--- src/i8vtp_pkg.sv ---
// i8vtp_pkg: result kinds, error codes and character codes for the int8 vector text parser
// no dependencies

package i8vtp_pkg;

  localparam int unsigned CountWidth = 15;
  localparam int unsigned MagWidth   = 8;

  typedef enum logic [1:0] {
    KIND_ELEMENT  = 2'd0,
    KIND_ACCEPTED = 2'd1,
    KIND_REJECTED = 2'd2
  } result_kind_t;

  typedef enum logic [2:0] {
    ERR_NONE      = 3'd0,
    ERR_SYNTAX    = 3'd1,
    ERR_EMPTY     = 3'd2,
    ERR_TOO_MANY  = 3'd3,
    ERR_NOT_INT   = 3'd4,
    ERR_RANGE     = 3'd5,
    ERR_JUNK      = 3'd6,
    ERR_DIMS      = 3'd7
  } error_code_t;

  localparam logic [7:0] CharNul    = 8'd0;
  localparam logic [7:0] CharOpen   = 8'd91;
  localparam logic [7:0] CharClose  = 8'd93;
  localparam logic [7:0] CharComma  = 8'd44;
  localparam logic [7:0] CharPoint  = 8'd46;
  localparam logic [7:0] CharExpLo  = 8'd101;
  localparam logic [7:0] CharExpUp  = 8'd69;
  localparam logic [7:0] CharPlus   = 8'd43;
  localparam logic [7:0] CharMinus  = 8'd45;
  localparam logic [7:0] CharZero   = 8'd48;
  localparam logic [7:0] CharNine   = 8'd57;

  localparam logic [MagWidth-1:0] MagSaturate = 8'd255;
  localparam logic [MagWidth-1:0] PosLimit    = 8'd127;
  localparam logic [MagWidth-1:0] NegLimit    = 8'd128;

  function automatic logic is_blank(input logic [7:0] c);
    return c == 8'd32 || c == 8'd9 || c == 8'd10 || c == 8'd13 || c == 8'd11 || c == 8'd12;
  endfunction

  function automatic logic is_digit(input logic [7:0] c);
    return c >= CharZero && c <= CharNine;
  endfunction

endpackage

--- src/int8_vector_text_parser.sv ---
// int8_vector_text_parser: parses "[1,-2, +3]" style int8 vector text, one byte per transfer
// depends on i8vtp_pkg
//
//   channel   signals                       holds
//   s         s_tvalid s_tready s_tdata     text byte, 0 ends the string
//   m         m_tvalid m_tready m_tdata     element, count, error code
//             m_tuser                       result kind
//   cfg       cfg_we cfg_wdata              expected element count, 0 for any
//
// one byte per cycle while s_tready is high; a byte's result appears in the output register on the next cycle
// the phase update is a single pass of compare and multiply-by-ten logic
// a held result stalls input only while m_tready is low
// rst clears the phase, count and expected count to zero

module int8_vector_text_parser #(
  parameter int unsigned MAX_DIMS = 16384
) (
  input  logic                             clk,
  input  logic                             rst,
  input  logic                             s_tvalid,
  output logic                             s_tready,
  input  logic [7:0]                       s_tdata,   // text_byte
  output logic                             m_tvalid,
  input  logic                             m_tready,
  output logic [31:0]                      m_tdata,   // element_value, element_count, error_code
  output logic [1:0]                       m_tuser,   // result_kind
  input  logic                             cfg_we,
  input  logic [i8vtp_pkg::CountWidth-1:0] cfg_wdata
);

  import i8vtp_pkg::*;

  typedef enum logic [2:0] {
    PH_OPEN, PH_FIRST, PH_ELEM, PH_SIGN, PH_DIGITS, PH_AFTER, PH_TAIL, PH_DRAIN
  } phase_t;

  localparam logic [CountWidth-1:0] MaxCount = CountWidth'(MAX_DIMS);

  phase_t                phase, phase_next;
  logic [CountWidth-1:0] parsed_count, parsed_count_next;
  logic [MagWidth-1:0]   digit_magnitude, digit_magnitude_next;
  logic                  minus_seen, minus_seen_next;
  logic [CountWidth-1:0] expected_dims;

  logic                  emit;
  result_kind_t          kind_next;
  logic [7:0]            value_next;
  logic [CountWidth-1:0] count_out_next;
  error_code_t           err_next;
  logic                  rej;
  error_code_t           rej_err;

  result_kind_t          result_kind;
  logic [7:0]            element_value;
  logic [CountWidth-1:0] element_count;
  error_code_t           error_code;

  logic                  take;
  logic [7:0]            c;
  logic [11:0]           mag_grown;
  logic [MagWidth-1:0]   limit;

  assign s_tready = !m_tvalid || m_tready;
  assign take     = s_tvalid && s_tready;
  assign c        = s_tdata;
  assign mag_grown = {digit_magnitude, 3'b000} + {3'b000, digit_magnitude, 1'b0}
                   + {4'b0000, c - CharZero};
  assign limit    = minus_seen ? NegLimit : PosLimit;

  always_comb begin
    phase_next           = phase;
    parsed_count_next    = parsed_count;
    digit_magnitude_next = digit_magnitude;
    minus_seen_next      = minus_seen;
    emit                 = 1'b0;
    kind_next            = KIND_ELEMENT;
    value_next           = '0;
    count_out_next       = parsed_count;
    err_next             = ERR_NONE;
    rej                  = 1'b0;
    rej_err              = ERR_SYNTAX;

    unique case (phase)
      PH_OPEN: begin
        if (!is_blank(c)) begin
          if (c == CharOpen) phase_next = PH_FIRST;
          else rej = 1'b1;
        end
      end
      PH_FIRST, PH_ELEM: begin
        if (phase == PH_ELEM && parsed_count >= MaxCount) begin
          rej     = 1'b1;
          rej_err = ERR_TOO_MANY;
        end else if (is_blank(c)) begin
          phase_next = phase;
        end else if (phase == PH_FIRST && c == CharClose) begin
          rej     = 1'b1;
          rej_err = ERR_EMPTY;
        end else begin
          digit_magnitude_next = '0;
          minus_seen_next      = 1'b0;
          if (c == CharPlus || c == CharMinus) begin
            minus_seen_next = (c == CharMinus);
            phase_next      = PH_SIGN;
          end else if (is_digit(c)) begin
            digit_magnitude_next = c - CharZero;
            phase_next           = PH_DIGITS;
          end else begin
            rej = 1'b1;
          end
        end
      end
      PH_SIGN: begin
        if (is_digit(c)) begin
          digit_magnitude_next = c - CharZero;
          phase_next           = PH_DIGITS;
        end else begin
          rej = 1'b1;
        end
      end
      PH_DIGITS: begin
        if (is_digit(c)) begin
          digit_magnitude_next = (mag_grown > 12'(MagSaturate)) ? MagSaturate
                                                                 : mag_grown[MagWidth-1:0];
        end else if (c == CharPoint || c == CharExpLo || c == CharExpUp) begin
          rej     = 1'b1;
          rej_err = ERR_NOT_INT;
        end else if (digit_magnitude > limit) begin
          rej     = 1'b1;
          rej_err = ERR_RANGE;
        end else if (is_blank(c) || c == CharComma || c == CharClose) begin
          if (is_blank(c))          phase_next = PH_AFTER;
          else if (c == CharComma)  phase_next = PH_ELEM;
          else                      phase_next = PH_TAIL;
          emit                 = 1'b1;
          kind_next            = KIND_ELEMENT;
          value_next           = minus_seen ? 8'(8'd0 - digit_magnitude) : digit_magnitude;
          parsed_count_next    = parsed_count + 1'b1;
          count_out_next       = parsed_count + 1'b1;
          digit_magnitude_next = '0;
          minus_seen_next      = 1'b0;
        end else begin
          rej = 1'b1;
        end
      end
      PH_AFTER: begin
        if (!is_blank(c)) begin
          if (c == CharComma)      phase_next = PH_ELEM;
          else if (c == CharClose) phase_next = PH_TAIL;
          else                     rej = 1'b1;
        end
      end
      PH_TAIL: begin
        if (!is_blank(c)) begin
          if (c != CharNul) begin
            rej     = 1'b1;
            rej_err = ERR_JUNK;
          end else if (expected_dims != '0 && expected_dims != parsed_count) begin
            rej     = 1'b1;
            rej_err = ERR_DIMS;
          end else begin
            emit                 = 1'b1;
            kind_next            = KIND_ACCEPTED;
            phase_next           = PH_OPEN;
            parsed_count_next    = '0;
            digit_magnitude_next = '0;
            minus_seen_next      = 1'b0;
          end
        end
      end
      default: begin
        if (c == CharNul) begin
          phase_next           = PH_OPEN;
          parsed_count_next    = '0;
          digit_magnitude_next = '0;
          minus_seen_next      = 1'b0;
        end
      end
    endcase

    if (rej) begin
      emit           = 1'b1;
      kind_next      = KIND_REJECTED;
      value_next     = '0;
      count_out_next = parsed_count;
      err_next       = rej_err;
      if (c == CharNul) begin
        phase_next           = PH_OPEN;
        parsed_count_next    = '0;
        digit_magnitude_next = '0;
        minus_seen_next      = 1'b0;
      end else begin
        phase_next = PH_DRAIN;
      end
    end
  end

  always_ff @(posedge clk) begin
    if (rst) begin
      phase           <= PH_OPEN;
      parsed_count    <= '0;
      digit_magnitude <= '0;
      minus_seen      <= 1'b0;
      expected_dims   <= '0;
      m_tvalid        <= 1'b0;
      result_kind     <= KIND_ELEMENT;
      element_value   <= '0;
      element_count   <= '0;
      error_code      <= ERR_NONE;
    end else begin
      if (cfg_we) expected_dims <= cfg_wdata;
      if (take) begin
        phase           <= phase_next;
        parsed_count    <= parsed_count_next;
        digit_magnitude <= digit_magnitude_next;
        minus_seen      <= minus_seen_next;
      end
      if (s_tready) m_tvalid <= take && emit;
      if (take && emit) begin
        result_kind   <= kind_next;
        element_value <= value_next;
        element_count <= count_out_next;
        error_code    <= err_next;
      end
    end
  end

  assign m_tdata = {6'b000000, error_code, element_count, element_value};
  assign m_tuser = result_kind;

endmodule

--- config.mk ---
export PLATFORM = sky130hd
export DESIGN_NAME = int8_vector_text_parser
export DESIGN_NICKNAME = d
export VERILOG_FILES = /design/src/i8vtp_pkg.sv /design/src/int8_vector_text_parser.sv
export SDC_FILE = /design/constraint.sdc
export NUM_CORES = 1
export LEC_CHECK = 0
export BUFFER_PORTS_ARGS = -buffer_cell sky130_fd_sc_hd__clkbuf_2
export CORE_ASPECT_RATIO = 1.75
export CORE_MARGIN = 10
export CORE_UTILIZATION = 54
export CTS_CLUSTER_DIAMETER = 120
export DETAILED_ROUTE_END_ITERATION = 10
export PLACE_DENSITY_LB_ADDON = 0.1
export SYNTH_ARGS = -nofsm -noshare
export SYNTH_HDL_FRONTEND = slang
export SYNTH_SLANG_ARGS = --single-unit
--- constraint.sdc ---
create_clock -name clk -period 2.8 [get_ports clk]
set_input_delay 0.14 -clock clk [delete_from_list [all_inputs] [get_ports clk]]
set_output_delay 0.14 -clock clk [all_outputs]
set_load 0.1 [all_outputs]
[Word-level counts from Yosys, hierarchy flattened]
Index checks and enable logic that the tools add are counted.
Word-level totals
  word-level logic and storage cells: 203
  RAM bits: 0
  memories kept: 0
  bits in latches: 0
  bits in read-only memories: 0
  register bits: 71
  input port bits: 28
  output and inout port bits: 36
Cells by class
  divide/modulo/power cells: 0
  equality and inequality tests: 35
  bitwise logic cells: 0
  magnitude comparators: 5
  multiply operators: 0
  reductions and logical operators: 28
  multiplexer cells: 120
  add/sub/neg operators: 5
  shift operators: 0
Operators with widths (number)
  two-way mux 8 bit: 25
  two-way mux 15 bit: 12
  two-way mux 3 bit: 29
  one-hot mux 15 bit (3 select lines): 1
  two-way mux 1 bit: 43
  equality test 8 x 4 -> 1 bit, second input constant: 5
  equality test 8 x 6 -> 1 bit, second input constant: 5
  one-hot mux 8 bit (5 select lines): 1
  inequality test 3 bit, second input constant: 13
  equality test 8 x 7 -> 1 bit, second input constant: 4
  one-hot mux 3 bit (6 select lines): 1
  AND reduction 16 bit: 1
  nonzero test 8 bit: 2
  adder 15 x 1 -> 15 bit, second input constant: 1
  >= comparator 15 bit, second input constant: 1
  inequality test 15 bit: 1
  nonzero test 15 bit: 1
  adder 11 x 9 -> 12 bit: 1
  adder 12 x 8 -> 12 bit: 1
  > comparator 12 x 8 -> 1 bit, second input constant: 1
  logical OR 1 bit: 11
  equality test 3 bit, second input constant: 3
  one-hot mux 3 bit (3 select lines): 1
  >= comparator 8 x 6 -> 1 bit, second input constant: 1
  other kinds (18): 28

[Longest topological paths before layout]
  depth in word-level cells: 15
  mapped depth: 13
  mapped depth without buffers: 13

[Least setup slack after synthesis]
OpenSTA, ideal clock, no wires.
  path type: register to register
  start: register m_tvalid
  end: register digit_magnitude[1]
  arrival: 3128 ps
  buffers on the path: 1
  stages on the path, launching flop included: 9
  period minus slack after synthesis: 3259 ps
  setup slack: -459 ps
  path through: dfxtp_1 -> nand2b_1 -> nand2_1 -> nor2_1 -> nand2_1 -> a21oi_2 -> buf_2 -> a32oi_1 -> o22ai_1
On the way
  word-level cells in the longest chain between the ends: 3
RTL lines
  from (decl): line int8_vector_text_parser.sv:23  | output logic m_tvalid,
  from (signal assigned): line int8_vector_text_parser.sv:218  | if (s_tready) m_tvalid <= take && emit;
  logical NOT 1 bit: line int8_vector_text_parser.sv:63  | assign s_tready = !m_tvalid || m_tready;
  logical OR 1 bit: line int8_vector_text_parser.sv:63
  net s_tready: line int8_vector_text_parser.sv:21  | output logic s_tready,
  logical AND 1 bit: line int8_vector_text_parser.sv:64  | assign take = s_tvalid && s_tready;
  to (signal assigned): line int8_vector_text_parser.sv:215  | digit_magnitude <= digit_magnitude_next;
  to (decl): line int8_vector_text_parser.sv:41  | logic [MagWidth-1:0] digit_magnitude, digit_magnitude_next;
The timed path passes the listed nets, and every way through them passes these cells.
A chain may end at the register's enable or synchronous reset.

[Worst setup path after layout]
  start: register minus_seen
  end: register element_count[1]
On the way
  word-level cells in the longest chain between the ends: 8
RTL lines
  from (decl): line int8_vector_text_parser.sv:42  | logic minus_seen, minus_seen_next;
  from (signal assigned): line int8_vector_text_parser.sv:216  | minus_seen <= minus_seen_next;
  two-way mux 8 bit *: line int8_vector_text_parser.sv:68  | assign limit = minus_seen ? NegLimit : PosLimit;
  > comparator 8 bit *: line int8_vector_text_parser.sv:128  | end else if (digit_magnitude > limit) begin
  two-way mux 1 bit: line int8_vector_text_parser.sv:128
  two-way mux 1 bit: line int8_vector_text_parser.sv:125  | end else if (c == CharPoint || c == CharExpLo || c == CharExpUp) begin
  two-way mux 1 bit: line int8_vector_text_parser.sv:122  | if (is_digit(c)) begin
  one-hot mux 1 bit (6 select lines) / one-hot mux 1 bit (2 select lines) (equally long branches): line int8_vector_text_parser.sv:83  | unique case (phase)
  two-way mux 1 bit: line int8_vector_text_parser.sv:181  | if (rej) begin
  logical AND 1 bit: line int8_vector_text_parser.sv:219  | if (take && emit) begin
  to (signal assigned): line int8_vector_text_parser.sv:222  | element_count <= count_out_next;
  to (decl): line int8_vector_text_parser.sv:55  | logic [CountWidth-1:0] element_count;
Mark *: on every way between the ends. The rest lies on a longest branch, timed or not.

==> results.yml <==
synthesis:
  synth_edf_count: 0
  postSynthAreaPerCell_um2: 8.14
  synth_ff_type: "dfxtp_1"
  syn-cell-area_um2: 5200
  synth-seq-area-share: 0.273
  ys_types: 81
  syn_inst: 639
  ys_async_sr_fraction: 0
  synth_warnings: 0
  synth_seq_cells: 71
detailed_routing:
  drtIter0Drc: 396
  wl_per_cell_um: 19.4
  vias: 5586
  wirelength_um: 17700
  viasPerCell: 6.13
  drtAntennaViolNets: 0
  dr.pass1.iters: 7
  drcViolationCount: 0
run_status:
  outcome: "finished with violations"
  violations: "setup timing"
clock_tree:
  clock-root-buffer: "clkbuf_16"
  clockBufferDepth: 2
  path_clk_slew_ns: 0.06
  cts_buffers: 9
  cts_tree: "built"
  holdBufCountCts: 0
  h-tree-depth: 3
  cts.sinks: 71
  clkLatencyLatePin_ns: 0.33
sta:
  worst_slew_pin_slew_ns: 0.883
  clock.fmax_mhz: 351
  period_share: 1.02
  hold_viol: 0
  min_period_ns: 2.85
  setup_viol: 1
  finClkSkew_ns: 0.00892
  finalMaxSlewViolations: 0
  setup_ws_ns: -0.0516
  rsz0062_at_grt: "true"
  relSlewSlack: 0.407
critical_path:
  start_kind: "flip-flop"
  crit_path_max_fanout: 13
  slowest_delay_ns: 0.36
  timing.rr.start: "minus_seen"
  critPathKind: "reg -> reg"
  crit_top_cell: "buf_12"
  endpoint_kind: "flip-flop"
  cp.arrival_ns: 3.08
  r2r_setup_slack_ns: -0.05
  cp_slowest_cell: "dfxtp_4"
  crit_start: "minus_seen"
  crit_path_end: "element_count[1]"
  worstPathRequired_ns: 3.03
  crit_chain: "buf_8 > ha_4 > nand4_1 > nor2_4 > a211oi_2 > buf_4 > nor4_4 > a31o_2 > o31ai_4 > buf_12 > buf_12 > buf_16 > o311a_1"
  rr_worst_depth: 13
  rr_endpoint: "element_count[1]"
floorplanning:
  ios: 64
  start_util: 0.550
  dieArea_um2: 14100
  row_count: 47
  core-area_um2: 9470
  die_h_um: 150
  die_w_um: 94.2
grt:
  grt_pass1_vias: 5639
  grt_max_degree: 25
  antenna_found_initial: 0
  grt_pass1_wl_um: 27700
  grt_overflow: 0
  grt_util_all_layers: 0.246
placement:
  port_buffers: 57
  dp_hpwl_um: 13700
  place_congestion: 0.981
  dp_slack_ns: -0.312
  dp.cells: 882
power:
  p_per_area_nw_per_um2: 751
  power_mw: 5.30
  p_leak_nw: 3.03
  ir_drop_mv: 0.714
layout:
  layoutNonFillerInstCount: 911
  final_nets: 843
  areaGrowthSynthToFinish_pct: 35.6
  fillCellCount: 723
  num_antenna_cells: 0
  drive_above_1_share: 0.337
hold_path:
  min_path_type: "in -> reg"
run:
  maxCapViolCount: 0
[critical path, delay by kind of cell, from the launching register on]
| family | cells | cell delay, ns |
|---|---|---|
| AND/OR/NAND/NOR | 3 | 0.69 |
| buffers and inverters | 5 | 0.75 |
| adder cells (fa/ha/maj) | 1 | 0.26 |
| AO/OA/AOI/OAI | 4 | 0.67 |
| flip-flops | 1 | 0.36 |
[cells in the final DEF (no fill, tap or decap), types with 6 or more instances in the layout]
master     instances
and3_1            16
clkbuf_2          57
o211ai_1           6
nor4_1            11
conb_1             6
nor3_1            11
a21oi_1           34
xnor2_1           21
nand4_1            8
a31oi_1            7
inv_1             37
o21ai_0           26
o21ai_1           10
dfxtp_1           62
xor2_1            17
a32o_1             7
clkbuf_16          9
nor2b_1            6
nand2_1           40
buf_4            106
nand3_1           26
ha_1              15
buf_6              6
dfxtp_4            6
nor2_1            44
a32oi_1            8
and2_1             8
o31ai_1            6
mux2i_1           18
ha_4               9
[cells in the mapped netlist, types with 5 or more instances]
cell | number | share of area
xnor2_1 | 23 | 0.039
xor2_1 | 17 | 0.029
o21a_1 | 5 | 0.0072
a32o_1 | 7 | 0.013
a21oi_1 | 37 | 0.036
nand3_1 | 27 | 0.026
buf_4 | 8 | 0.012
o31ai_1 | 8 | 0.012
o211ai_1 | 6 | 0.0087
or3_1 | 6 | 0.0072
o21ai_0 | 34 | 0.033
a32oi_1 | 9 | 0.015
a211o_1 | 5 | 0.0084
nor2b_1 | 7 | 0.0084
ha_1 | 25 | 0.060
dfxtp_1 | 71 | 0.27
nor3_1 | 14 | 0.013
nor4_1 | 12 | 0.014
o22ai_1 | 7 | 0.0084
nand4_1 | 8 | 0.0096
and2_1 | 8 | 0.0096
nand2b_1 | 6 | 0.0072
nor2_1 | 46 | 0.033
fa_1 | 6 | 0.023
inv_1 | 39 | 0.028
nand2_1 | 42 | 0.030
mux2i_1 | 18 | 0.035
and3_1 | 18 | 0.022
buf_2 | 9 | 0.0087
clkbuf_1 | 23 | 0.017
a31oi_1 | 7 | 0.0084
[stage by stage]
stage           util  cell area [um2]  hold slack [ns]  setup TNS, ns
3_5_place_dp   0.660             6250            0.387          -6.41
3_3_place_gp   0.660             6250            0.375          -2.55
4_1_cts        0.702             6650           0.0448              0
2_1_floorplan      -             5250            0.287              0
6_report       0.745             7050           0.0494        -0.0516
5_1_grt        0.745             7050           0.0502          -1.88
[worst min-delay path by stage]
stage	startpoint	endpoint	slack (ns)	cells after the start
global placement	cfg_wdata[6]	expected_dims[6]	0.38	3
CTS	cfg_wdata[9]	expected_dims[9]	0.04	3
floorplan	cfg_wdata[10]	expected_dims[10]	0.29	2
detailed placement	cfg_wdata[9]	expected_dims[9]	0.39	3
finish	cfg_wdata[4]	expected_dims[4]	0.05	3
global route	cfg_wdata[10]	expected_dims[10]	0.05	3
[kinds of logic after synthesis]
logic type / after synthesis / synth area share
AND/OR/NAND/NOR: 217 / 0.225
AO/OA/AOI/OAI: 175 / 0.240
buffers and inverters: 86 / 0.0757
flip-flops: 71 / 0.273
XOR/XNOR: 40 / 0.0673
adder cells (fa/ha/maj): 31 / 0.0832
multiplexers: 18 / 0.0346
other: 1 / 0.000721
[registers in the layout, summed over array words and instances (netlist names)]
signal,flops
element_value,8
minus_seen,1
parsed_count,15
digit_magnitude,8
element_count,15
m_tuser,2
phase,3
error_code,3
expected_dims,15
m_tvalid,1
[where the power goes]
group	internal (mW)	leakage (nW)	total, mW	switching [mW]
clock network	0.694	0.143	1.15	0.451
logic	1.01	2.30	2.90	1.89
registers	1.14	0.585	1.26	0.112
[what timing repair did]
item                                    CTS  global route
pin swaps                                 4            24
cloned                                    1             1
buffers inserted                          2            10
gates resized for setup                  18            65
endpoints found under the hold margin     0             0
endpoints found under the setup margin   23            52
[final cells by class]
type	instances	area, um2	area share
clock buffer	10	229	0.0325
clock inverter	6	68.8	0.00976
inverter	40	150	0.0213
multi-input combinational	487	3730	0.529
sequential	71	1450	0.205
tap	122	153	0.0216
timing repair buffer	175	1270	0.180
[routing by layer]
layer	vias up	track usage	wire (um)
li1	2626	-	-
met1	2674	0.226	5800
met2	196	0.477	10000
met3	90	0.0331	609
met4	0	0.160	1280
met5	-	0	0
(Power assumes the default switching activity.)
